**src/rtl/core/wptd_pkg.sv**
```systemverilog
`timescale 1ns / 1ps
// wptd_pkg: types and constants shared by the windowed peak tempo detector.
// No dependencies; every other file of the block imports it.
package wptd_pkg;

  localparam int SampleW    = 16;
  localparam int NbrW       = 4;
  localparam int ScaleW     = 16;
  localparam int TempoW     = 24;
  localparam int FracW      = 8;
  localparam int DistW      = 32;
  localparam int CountW     = 24;
  localparam int PosW       = 16;
  localparam int CfgIdxW    = 2;
  localparam int CfgDataW   = 16;
  localparam int QueueDepth = 4;

  localparam logic [CfgIdxW-1:0] CfgThreshold  = 2'd0;
  localparam logic [CfgIdxW-1:0] CfgNeighbors  = 2'd1;
  localparam logic [CfgIdxW-1:0] CfgTempoScale = 2'd2;

  localparam logic signed [SampleW-1:0] ThresholdRst  = 16'sd3277;
  localparam logic [NbrW-1:0]           NeighborsRst  = 4'd4;
  localparam logic [ScaleW-1:0]         TempoScaleRst = 16'd2646;

  typedef struct packed {
    logic signed [SampleW-1:0] sample;
    logic                      frame_end;
  } in_t;

  typedef struct packed {
    logic              is_summary;
    logic              peak_found;
    logic [TempoW-1:0] tempo_q8;
    logic              last;
  } out_t;

  typedef struct packed {
    logic signed [SampleW-1:0] threshold;
    logic [NbrW-1:0]           neighbors;
    logic [ScaleW-1:0]         tempo_scale;
  } cfg_t;

  // One unit of work for the back end: a sample decision or a frame summary.
  typedef struct packed {
    logic is_summary;
    logic above;
    logic peak;
    logic last;
  } job_t;

endpackage

```
**src/rtl/core/wptd_front.sv**
```systemverilog
`timescale 1ns / 1ps
// wptd_front: input side. Holds the sample window and frame position and turns
// each accepted word into peak decision jobs and frame summary jobs. Uses wptd_pkg.
module wptd_front #(
  parameter int MAX_NEIGHBORS = 8
) (
  input  logic           clk_i,
  input  logic           rst_ni,
  input  wptd_pkg::cfg_t cfg_i,
  input  logic           in_valid_i,
  output logic           in_ready_o,
  input  wptd_pkg::in_t  in_data_i,
  output logic           job_valid_o,
  input  logic           job_ready_i,
  output wptd_pkg::job_t job_o
);
  import wptd_pkg::*;

  localparam int WinDepth = 2 * MAX_NEIGHBORS + 1;
  localparam int AgeW     = $clog2(WinDepth);
  localparam logic [AgeW-1:0] MaxN = AgeW'(MAX_NEIGHBORS);

  typedef enum logic [2:0] {
    F_IDLE = 3'b001,
    F_DEC  = 3'b010,
    F_SUM  = 3'b100
  } front_state_e;

  front_state_e state_q, state_d;

  logic signed [SampleW-1:0] win_q [WinDepth];
  logic [PosW-1:0]           pos_q, pos_d;
  logic [PosW-1:0]           item_pos_q;
  logic [AgeW-1:0]           n_q, age_q, age_d;
  logic                      end_q;

  logic                      accept;
  logic                      done;
  logic [AgeW-1:0]           n_cfg;
  logic [AgeW-1:0]           top_age;
  logic signed [SampleW-1:0] v;
  logic [AgeW-1:0]           hi_full, hi, lo;
  logic                      peak, above;

  assign n_cfg = ({1'b0, cfg_i.neighbors} > 5'(MAX_NEIGHBORS)) ? MaxN
                                                               : AgeW'(cfg_i.neighbors);
  assign top_age = (pos_q < PosW'(n_cfg)) ? pos_q[AgeW-1:0] : n_cfg;

  // Peak test of the sample at age_q against its window clipped to the frame.
  always_comb begin
    v       = win_q[age_q];
    hi_full = age_q + n_q;
    hi      = (item_pos_q < PosW'(hi_full)) ? item_pos_q[AgeW-1:0] : hi_full;
    lo      = (age_q >= n_q) ? age_q - n_q : '0;
    peak    = 1'b1;
    for (int a = 0; a < WinDepth; a++) begin
      if (AgeW'(a) >= lo && AgeW'(a) <= hi && AgeW'(a) != age_q && v <= win_q[a]) begin
        peak = 1'b0;
      end
    end
    above = v >= cfg_i.threshold;
  end

  assign job_valid_o = (state_q == F_DEC) || (state_q == F_SUM);

  always_comb begin
    job_o            = '0;
    job_o.is_summary = (state_q == F_SUM);
    job_o.above      = above;
    job_o.peak       = peak;
    job_o.last       = (state_q == F_SUM) || !end_q;
  end

  assign done = job_ready_i && (((state_q == F_DEC) && !end_q) || (state_q == F_SUM));
  assign in_ready_o = (state_q == F_IDLE) || done;
  assign accept = in_valid_i && in_ready_o;

  always_comb begin
    state_d = state_q;
    age_d   = age_q;
    pos_d   = pos_q;
    case (state_q)
      F_DEC: begin
        if (job_ready_i && end_q) begin
          if (age_q == '0) begin
            state_d = F_SUM;
          end else begin
            age_d = age_q - 1'b1;
          end
        end else if (done) begin
          state_d = F_IDLE;
        end
      end
      F_SUM: begin
        if (done) begin
          state_d = F_IDLE;
        end
      end
      default: ;
    endcase
    if (accept) begin
      if (in_data_i.frame_end) begin
        state_d = F_DEC;
        age_d   = top_age;
        pos_d   = '0;
      end else begin
        state_d = (pos_q >= PosW'(n_cfg)) ? F_DEC : F_IDLE;
        age_d   = n_cfg;
        pos_d   = (pos_q == '1) ? pos_q : pos_q + 1'b1;
      end
    end
  end

  always_ff @(posedge clk_i or negedge rst_ni) begin
    if (!rst_ni) begin
      state_q    <= F_IDLE;
      pos_q      <= '0;
      item_pos_q <= '0;
      n_q        <= '0;
      age_q      <= '0;
      end_q      <= 1'b0;
      for (int i = 0; i < WinDepth; i++) begin
        win_q[i] <= '0;
      end
    end else begin
      state_q <= state_d;
      age_q   <= age_d;
      pos_q   <= pos_d;
      if (accept) begin
        item_pos_q <= pos_q;
        n_q        <= n_cfg;
        end_q      <= in_data_i.frame_end;
        win_q[0]   <= in_data_i.sample;
        for (int i = 1; i < WinDepth; i++) begin
          win_q[i] <= win_q[i-1];
        end
      end
    end
  end

endmodule

```
**src/rtl/core/wptd_queue.sv**
```systemverilog
`timescale 1ns / 1ps
// wptd_queue: short job queue between the front and the back end.
// Uses wptd_pkg for the job type and depth.
module wptd_queue (
  input  logic           clk_i,
  input  logic           rst_ni,
  input  logic           push_valid_i,
  output logic           push_ready_o,
  input  wptd_pkg::job_t push_data_i,
  output logic           pop_valid_o,
  input  logic           pop_ready_i,
  output wptd_pkg::job_t pop_data_o
);
  import wptd_pkg::*;

  localparam int PtrW = $clog2(QueueDepth);

  job_t            mem_q [QueueDepth];
  logic [PtrW-1:0] wr_q, rd_q;
  logic [PtrW:0]   cnt_q;
  logic            push, pop;

  assign push_ready_o = (cnt_q != (PtrW+1)'(QueueDepth));
  assign pop_valid_o  = (cnt_q != '0);
  assign pop_data_o   = mem_q[rd_q];
  assign push = push_valid_i && push_ready_o;
  assign pop  = pop_valid_o && pop_ready_i;

  always_ff @(posedge clk_i) begin
    if (push) begin
      mem_q[wr_q] <= push_data_i;
    end
  end

  always_ff @(posedge clk_i or negedge rst_ni) begin
    if (!rst_ni) begin
      wr_q  <= '0;
      rd_q  <= '0;
      cnt_q <= '0;
    end else begin
      if (push) begin
        wr_q <= wr_q + 1'b1;
      end
      if (pop) begin
        rd_q <= rd_q + 1'b1;
      end
      if (push && !pop) begin
        cnt_q <= cnt_q + 1'b1;
      end else if (pop && !push) begin
        cnt_q <= cnt_q - 1'b1;
      end
    end
  end

endmodule

```
**src/rtl/core/wptd_back.sv**
```systemverilog
`timescale 1ns / 1ps
// wptd_back: executes jobs. Keeps the peak distance statistics, computes the
// tempo with a multiplier and a bit-serial divider, drives the output word. Uses wptd_pkg.
module wptd_back (
  input  logic           clk_i,
  input  logic           rst_ni,
  input  wptd_pkg::cfg_t cfg_i,
  input  logic           job_valid_i,
  output logic           job_ready_o,
  input  wptd_pkg::job_t job_i,
  output logic           out_valid_o,
  input  logic           out_ready_i,
  output wptd_pkg::out_t out_data_o
);
  import wptd_pkg::*;

  localparam int ProdW = ScaleW + CountW;
  localparam int StepW = $clog2(TempoW);

  typedef enum logic [4:0] {
    B_RUN = 5'b00001,
    B_MUL = 5'b00010,
    B_CHK = 5'b00100,
    B_DIV = 5'b01000,
    B_FIN = 5'b10000
  } back_state_e;

  back_state_e state_q, state_d;

  logic [DistW-1:0]  counter_q, sum_q;
  logic [CountW-1:0] count_q;
  logic              first_q;
  logic [TempoW-1:0] tempo_q;
  logic [ProdW-1:0]  prod_q;
  logic [DistW-1:0]  rem_q;
  logic [TempoW-1:0] dvd_q, quo_q;
  logic [StepW-1:0]  step_q;
  logic              out_valid_q;
  out_t              out_q;

  logic              slot_free;
  logic              pop;
  logic              load_word;
  logic              hit;
  logic [DistW-1:0]  base;
  logic [DistW:0]    sum_ext;
  logic [DistW:0]    trial;
  logic              ge;
  logic [TempoW-1:0] quo_d;

  assign slot_free  = !out_valid_q || out_ready_i;
  assign out_valid_o = out_valid_q;
  assign out_data_o  = out_q;

  // A decision below threshold makes no word, so it never waits for the output.
  always_comb begin
    pop = 1'b0;
    if (state_q == B_RUN && job_valid_i) begin
      pop = job_i.is_summary || !job_i.above || slot_free;
    end
  end
  assign job_ready_o = pop;

  assign load_word = (pop && !job_i.is_summary && job_i.above) ||
                     (state_q == B_FIN && slot_free);

  assign hit     = !job_i.is_summary && job_i.above && job_i.peak;
  assign base    = hit ? '0 : counter_q;
  assign sum_ext = {1'b0, sum_q} + {1'b0, counter_q};

  assign trial = {rem_q, dvd_q[TempoW-1]};
  assign ge    = trial >= {1'b0, sum_q};
  assign quo_d = {quo_q[TempoW-2:0], ge};

  always_comb begin
    state_d = state_q;
    case (state_q)
      B_RUN: begin
        if (pop && job_i.is_summary) begin
          state_d = (count_q > CountW'(1)) ? B_MUL : B_FIN;
        end
      end
      B_MUL: state_d = B_CHK;
      B_CHK: begin
        if (sum_q == '0 || DistW'(prod_q[ProdW-1:ProdW-TempoW]) >= sum_q) begin
          state_d = B_FIN;
        end else begin
          state_d = B_DIV;
        end
      end
      B_DIV: begin
        if (step_q == '0) begin
          state_d = B_FIN;
        end
      end
      B_FIN: begin
        if (slot_free) begin
          state_d = B_RUN;
        end
      end
      default: state_d = B_RUN;
    endcase
  end

  always_ff @(posedge clk_i or negedge rst_ni) begin
    if (!rst_ni) begin
      state_q     <= B_RUN;
      counter_q   <= '0;
      sum_q       <= '0;
      count_q     <= '0;
      first_q     <= 1'b0;
      tempo_q     <= '0;
      out_valid_q <= 1'b0;
    end else begin
      state_q <= state_d;
      if (load_word) begin
        out_valid_q <= 1'b1;
      end else if (out_ready_i) begin
        out_valid_q <= 1'b0;
      end
      if (pop && !job_i.is_summary) begin
        if (hit) begin
          if (first_q) begin
            sum_q <= sum_ext[DistW] ? '1 : sum_ext[DistW-1:0];
            if (count_q != '1) begin
              count_q <= count_q + 1'b1;
            end
          end else begin
            first_q <= 1'b1;
          end
        end
        counter_q <= (base == '1) ? base : base + 1'b1;
      end
      if (state_q == B_CHK) begin
        if (sum_q == '0) begin
          tempo_q <= '0;
        end else if (DistW'(prod_q[ProdW-1:ProdW-TempoW]) >= sum_q) begin
          tempo_q <= '1;
        end
      end
      if (state_q == B_DIV && step_q == '0) begin
        tempo_q <= quo_d;
      end
    end
  end

  // Datapath registers: output word, product and divider.
  always_ff @(posedge clk_i) begin
    if (pop && !job_i.is_summary && job_i.above) begin
      out_q.is_summary <= 1'b0;
      out_q.peak_found <= job_i.peak;
      out_q.tempo_q8   <= tempo_q;
      out_q.last       <= job_i.last;
    end else if (state_q == B_FIN && slot_free) begin
      out_q.is_summary <= 1'b1;
      out_q.peak_found <= 1'b0;
      out_q.tempo_q8   <= tempo_q;
      out_q.last       <= 1'b1;
    end
    if (state_q == B_MUL) begin
      prod_q <= ProdW'(cfg_i.tempo_scale) * ProdW'(count_q);
    end
    // The upper dividend half is already below the divisor, so the quotient fits.
    if (state_q == B_CHK) begin
      rem_q  <= DistW'(prod_q[ProdW-1:ProdW-TempoW]);
      dvd_q  <= {prod_q[ProdW-TempoW-1:0], FracW'(0)};
      quo_q  <= '0;
      step_q <= StepW'(TempoW - 1);
    end
    if (state_q == B_DIV) begin
      rem_q  <= ge ? DistW'(trial - {1'b0, sum_q}) : trial[DistW-1:0];
      dvd_q  <= {dvd_q[TempoW-2:0], 1'b0};
      quo_q  <= quo_d;
      step_q <= step_q - 1'b1;
    end
  end

endmodule

```
**src/rtl/core/windowed_peak_tempo_detector.sv**
```systemverilog
`timescale 1ns / 1ps
// windowed_peak_tempo_detector: top level with configuration registers.
// Depends on wptd_pkg, wptd_front, wptd_queue and wptd_back.
//
//   channel | direction | handshake              | word
//   --------+-----------+------------------------+----------------------------------
//   in      | input     | in_valid_i/in_ready_o  | in_data_i: sample, frame_end
//   out     | output    | out_valid_o/out_ready_i| out_data_o: is_summary, peak_found,
//           |           |                        |   tempo_q8, last
//   cfg     | input     | cfg_we_i (no wait)     | cfg_idx_i, cfg_wdata_i
//
// A word without frame_end gives the front end at most one decision job; a
// frame-end word gives one decision per sample still undecided plus the summary.
// The back end takes jobs only in its run state, so it takes none while it works
// on a summary; a summary with at least two peak distances goes through the
// multiply, the range check and, unless that check settles the tempo, the
// 24-step divider. A four-entry job queue separates the two ends, so an output
// stall fills the queue before input ready drops. Reset loads the register
// defaults and clears the window, frame position and statistics.
module windowed_peak_tempo_detector #(
  parameter int MAX_NEIGHBORS = 8
) (
  input  logic                               clk_i,
  input  logic                               rst_ni,
  input  logic                               in_valid_i,
  output logic                               in_ready_o,
  input  wptd_pkg::in_t                      in_data_i,
  output logic                               out_valid_o,
  input  logic                               out_ready_i,
  output wptd_pkg::out_t                     out_data_o,
  input  logic                               cfg_we_i,
  input  logic [wptd_pkg::CfgIdxW-1:0]       cfg_idx_i,
  input  logic [wptd_pkg::CfgDataW-1:0]      cfg_wdata_i
);
  import wptd_pkg::*;

  cfg_t cfg_q;
  logic job_valid, job_ready, pop_valid, pop_ready;
  job_t job, pop_job;

  always_ff @(posedge clk_i or negedge rst_ni) begin
    if (!rst_ni) begin
      cfg_q.threshold   <= ThresholdRst;
      cfg_q.neighbors   <= NeighborsRst;
      cfg_q.tempo_scale <= TempoScaleRst;
    end else if (cfg_we_i) begin
      case (cfg_idx_i)
        CfgThreshold:  cfg_q.threshold   <= cfg_wdata_i[SampleW-1:0];
        CfgNeighbors:  cfg_q.neighbors   <= cfg_wdata_i[NbrW-1:0];
        CfgTempoScale: cfg_q.tempo_scale <= cfg_wdata_i[ScaleW-1:0];
        default: ;
      endcase
    end
  end

  wptd_front #(
    .MAX_NEIGHBORS(MAX_NEIGHBORS)
  ) u_front (
    .clk_i       (clk_i),
    .rst_ni      (rst_ni),
    .cfg_i       (cfg_q),
    .in_valid_i  (in_valid_i),
    .in_ready_o  (in_ready_o),
    .in_data_i   (in_data_i),
    .job_valid_o (job_valid),
    .job_ready_i (job_ready),
    .job_o       (job)
  );

  wptd_queue u_queue (
    .clk_i        (clk_i),
    .rst_ni       (rst_ni),
    .push_valid_i (job_valid),
    .push_ready_o (job_ready),
    .push_data_i  (job),
    .pop_valid_o  (pop_valid),
    .pop_ready_i  (pop_ready),
    .pop_data_o   (pop_job)
  );

  wptd_back u_back (
    .clk_i       (clk_i),
    .rst_ni      (rst_ni),
    .cfg_i       (cfg_q),
    .job_valid_i (pop_valid),
    .job_ready_o (pop_ready),
    .job_i       (pop_job),
    .out_valid_o (out_valid_o),
    .out_ready_i (out_ready_i),
    .out_data_o  (out_data_o)
  );

endmodule
```
**config.mk**
```make
export PLATFORM = sky130hd
export DESIGN_NAME = windowed_peak_tempo_detector
export DESIGN_NICKNAME = d
export VERILOG_FILES = /design/src/rtl/core/wptd_pkg.sv /design/src/rtl/core/wptd_front.sv /design/src/rtl/core/wptd_queue.sv /design/src/rtl/core/wptd_back.sv /design/src/rtl/core/windowed_peak_tempo_detector.sv
export SDC_FILE = /design/constraint.sdc
export NUM_CORES = 2
export LEC_CHECK = 0
export BUFFER_PORTS_ARGS = -buffer_cell sky130_fd_sc_hd__buf_2
export CAP_MARGIN = 10
export CORE_MARGIN = 5
export CORE_UTILIZATION = 40
export DETAILED_ROUTE_END_ITERATION = 7
export HOLD_SLACK_MARGIN = 0.05
export SLEW_MARGIN = 30
export SYNTH_ARGS = -nofsm -noshare
export SYNTH_HDL_FRONTEND = slang
export SYNTH_HIERARCHICAL = 1
export SYNTH_SLANG_ARGS = --single-unit
```
**constraint.sdc**
```tcl
create_clock -name clk_i -period 11.7 [get_ports clk_i]
set_input_delay 1.17 -clock clk_i [delete_from_list [all_inputs] [get_ports clk_i]]
set_output_delay 1.17 -clock clk_i [all_outputs]
set_load 0.01 [all_outputs]
```
==> metrics.cfg <==
[timing]
fmax_mhz = 142
skew_ns = 0.0388
drv_slew = 0
final-hold-violation-count = 0
tns_ns = 0
rsz0062_at_grt = no
setup_viol = 0
relSlewSlack_pct = 28.4
whs_ns = 0.445
fin_crit_ns = 7.05
fin_crit_sh_pct = 60.2
tightest_slew_ns = 1.07

[power]
power_density_nw_per_um2 = 97.9
vdd_drop_max_mv = 0.142
finalPower_mw = 5.59
leakage_nw = 25.5

[route]
dr.pass1.iters = 5
drtAntennaViolNets = 0
drc = 0
avgViaCountPerCell = 5.46
routed_wl_microns = 143000
drt-initial-drc-count = 3072
vias = 39700
wl_per_cell_microns = 19.7

[clock_tree]
root_buffer = clkbuf_16
cts_buffer_depth = 3
clkTransAtPathRegs_ns = 0.06
clock_latency_ns = 0.68
cts_buffers = 76
cts_tree = done
cts_setup_buffers = 0
hold_buffers = 0
cts_sinks = 638
cts_resized = 0
htree_levels = 3

[setup_path]
crit_fanout = 25
end_kind = register
worst_ep_required_time_ns = 12.08
critPathMaxStageDelay_ns = 0.99
crit_top_cell = fa_1
worstReg2RegEnd = u_back/prod_q[39]
crit_chain = nand2_1, fa_1, inv_1, fa_1, inv_1, fa_1, inv_1, fa_1, fa_1, inv_1, fa_1, inv_1, ha_1, a21oi_1, o211ai_1, a221oi_2, a31oi_1, a221o_1, a221o_1, a21oi_2, xnor2_1
cp_slowest_cell = dfrtp_1
reg2reg_slack_ns = 4.65
reg2reg_from = cfg_q[5]
reg2regPathDepth = 21
critical_path_class = reg2reg
cp_data_arrival_time_ns = 7.43
startpoint_type = register

[outcome]
status = finished clean

[finish]
multi_input_area_sq_um = 31800
final_cell_mix = 819 x nand2_1, 758 x inv_1, 520 x ha_1, 454 x dfrtp_1, 349 x o21ai_0
nNetsFinal = 6332
nFillCells = 12600
regArea_sq_um = 16800
area_growth_pct = 9.15
mostFrequentLayoutCell = nand2_1
drive_gt1_share_pct = 9.51

[logic_synthesis]
synth-main-ff-cell = dfrtp_1
syn-mean-instance-area_sq_um = 9.48
synth_area_sq_um = 52300
synth_nets = 6388
ys_seq_area_share_pct = 32.0
yosysWarnings = 6
ys_ff_latch = 638
synth_edf_count = 158
yosysUniqueCellTypes = 108
async_flop_share_pct = 75.1
syn_inst = 5518

[die]
num_io_pins = 69
core_area_sq_um = 130000
die_x_microns = 372
die_area_sq_um = 138000
initial_core_util_pct = 40.3
dieHeight_microns = 372
rows = 132

[placed_design]
hpwl_microns = 106000
numPortBuffers = 68
place.gp.congestion = 0.907

[grt]
antenna_found_initial = 2
grt-ovfl-total = 0
grt_max_degree = 261
grt_pass1_vias = 39300
gr-usage-all-layers_pct = 20.6
grt_pass1_wl_microns = 226000

[hold_path]
worstHoldStart = u_back/tempo_q[17]
holdPathStages = 0
hold_end = u_back/out_data_o[18]
min_path_type = reg2reg

[flow_run]
cap_violations = 0

==> synthesized netlist by cell type (109+ instances only) <==
cell type	instances	share of area [%]
o21ai_0	365	3.5
nand2_1	823	5.9
dfrtp_1	463	22
nand3_1	114	1.1
nor2_1	141	1.0
a21oi_1	226	2.2
fa_1	310	12
ha_1	520	12
edfxtp_1	158	9.1
inv_1	758	5.4
clkbuf_1	198	1.4
nand4_1	109	1.3
and2_1	200	2.4
==> flip-flops by register name, summed over array words and instances (netlist names), 27 cells and up <==
register,count
u_back/sum_q,32
u_back/prod_q,40
u_back/rem_q,32
u_back/out_data_o,27
u_back/counter_q,32
cfg_q,36
u_front/win_q,272
==> critical path: cells and delay by family (launching register included) <==
| family | cells | cell delay [ns] |
|---|---|---|
| adders and majority gates | 7 | 3.48 |
| DFF | 1 | 0.99 |
| buffers and inverters | 5 | 0.30 |
| and+or+nand+nor | 1 | 0.19 |
| AOI/OAI and AO/OA | 7 | 1.73 |
| xor gates and xnor gates | 1 | 0.08 |
==> layout make-up <==
class	instances	share of cell area, %
inverters	759	4.99
clock buffers	97	3.64
multi-input cells	3875	55.7
flip-flops and latches	638	29.4
clock inverters	41	1.11
well taps	1742	3.82
repair buffers	112	1.33
diodes	1	0.00438
==> routing by layer <==
metal | GRT usage (%) | part of all wire (%) | up-vias
li1 | - | - | 18800
met1 | 31.3 | 49 | 19700
met2 | 30.2 | 42 | 1036
met3 | 4.14 | 6.8 | 179
met4 | 4.65 | 2.1 | 0
met5 | 0 | 0 | -
==> cells by family after synthesis <==
| group | count (synthesis) | synth area share [%] |
|---|---|---|
| and+or+nand+nor | 1664 | 15.3 |
| adders and majority gates | 830 | 24.3 |
| AOI/OAI and AO/OA | 1045 | 12.8 |
| muxes | 175 | 5.56 |
| buffers and inverters | 1005 | 7.38 |
| DFF | 638 | 32.0 |
| xor gates and xnor gates | 161 | 2.69 |
==> report_power, final <==
part	internal (mW)	switching [mW]
Combinational	0.219	0.352
Clock	1.56	1.02
Sequential	2.33	0.113
Total	4.10	1.49
==> per-stage QoR <==
step | setup WS (ns) | instances | cell area (sq um) | util (%)
after floorplan | 5.21 | 5518 | 52300 | -
after global placement | 4.67 | 7124 | 54300 | 41.8
after detailed placement | 4.61 | 7124 | 54300 | 41.8
after CTS | 4.56 | 7262 | 57000 | 43.9
after global routing | 4.33 | 7264 | 57100 | 44.0
final | 4.65 | 7265 | 57100 | 44.0
==> worst max path at each step <==
stage	start	endpoint
6_report	cfg_q[5]	u_back/prod_q[39]
5_1_grt	cfg_q[5]	u_back/prod_q[39]
4_1_cts	cfg_q[12]	u_back/prod_q[39]
3_5_place_dp	cfg_q[3]	u_back/prod_q[39]
3_3_place_gp	cfg_q[12]	u_back/prod_q[39]
2_1_floorplan	u_back/count_q[6]	u_back/prod_q[39]
Power figures use the tool's default switching activity.
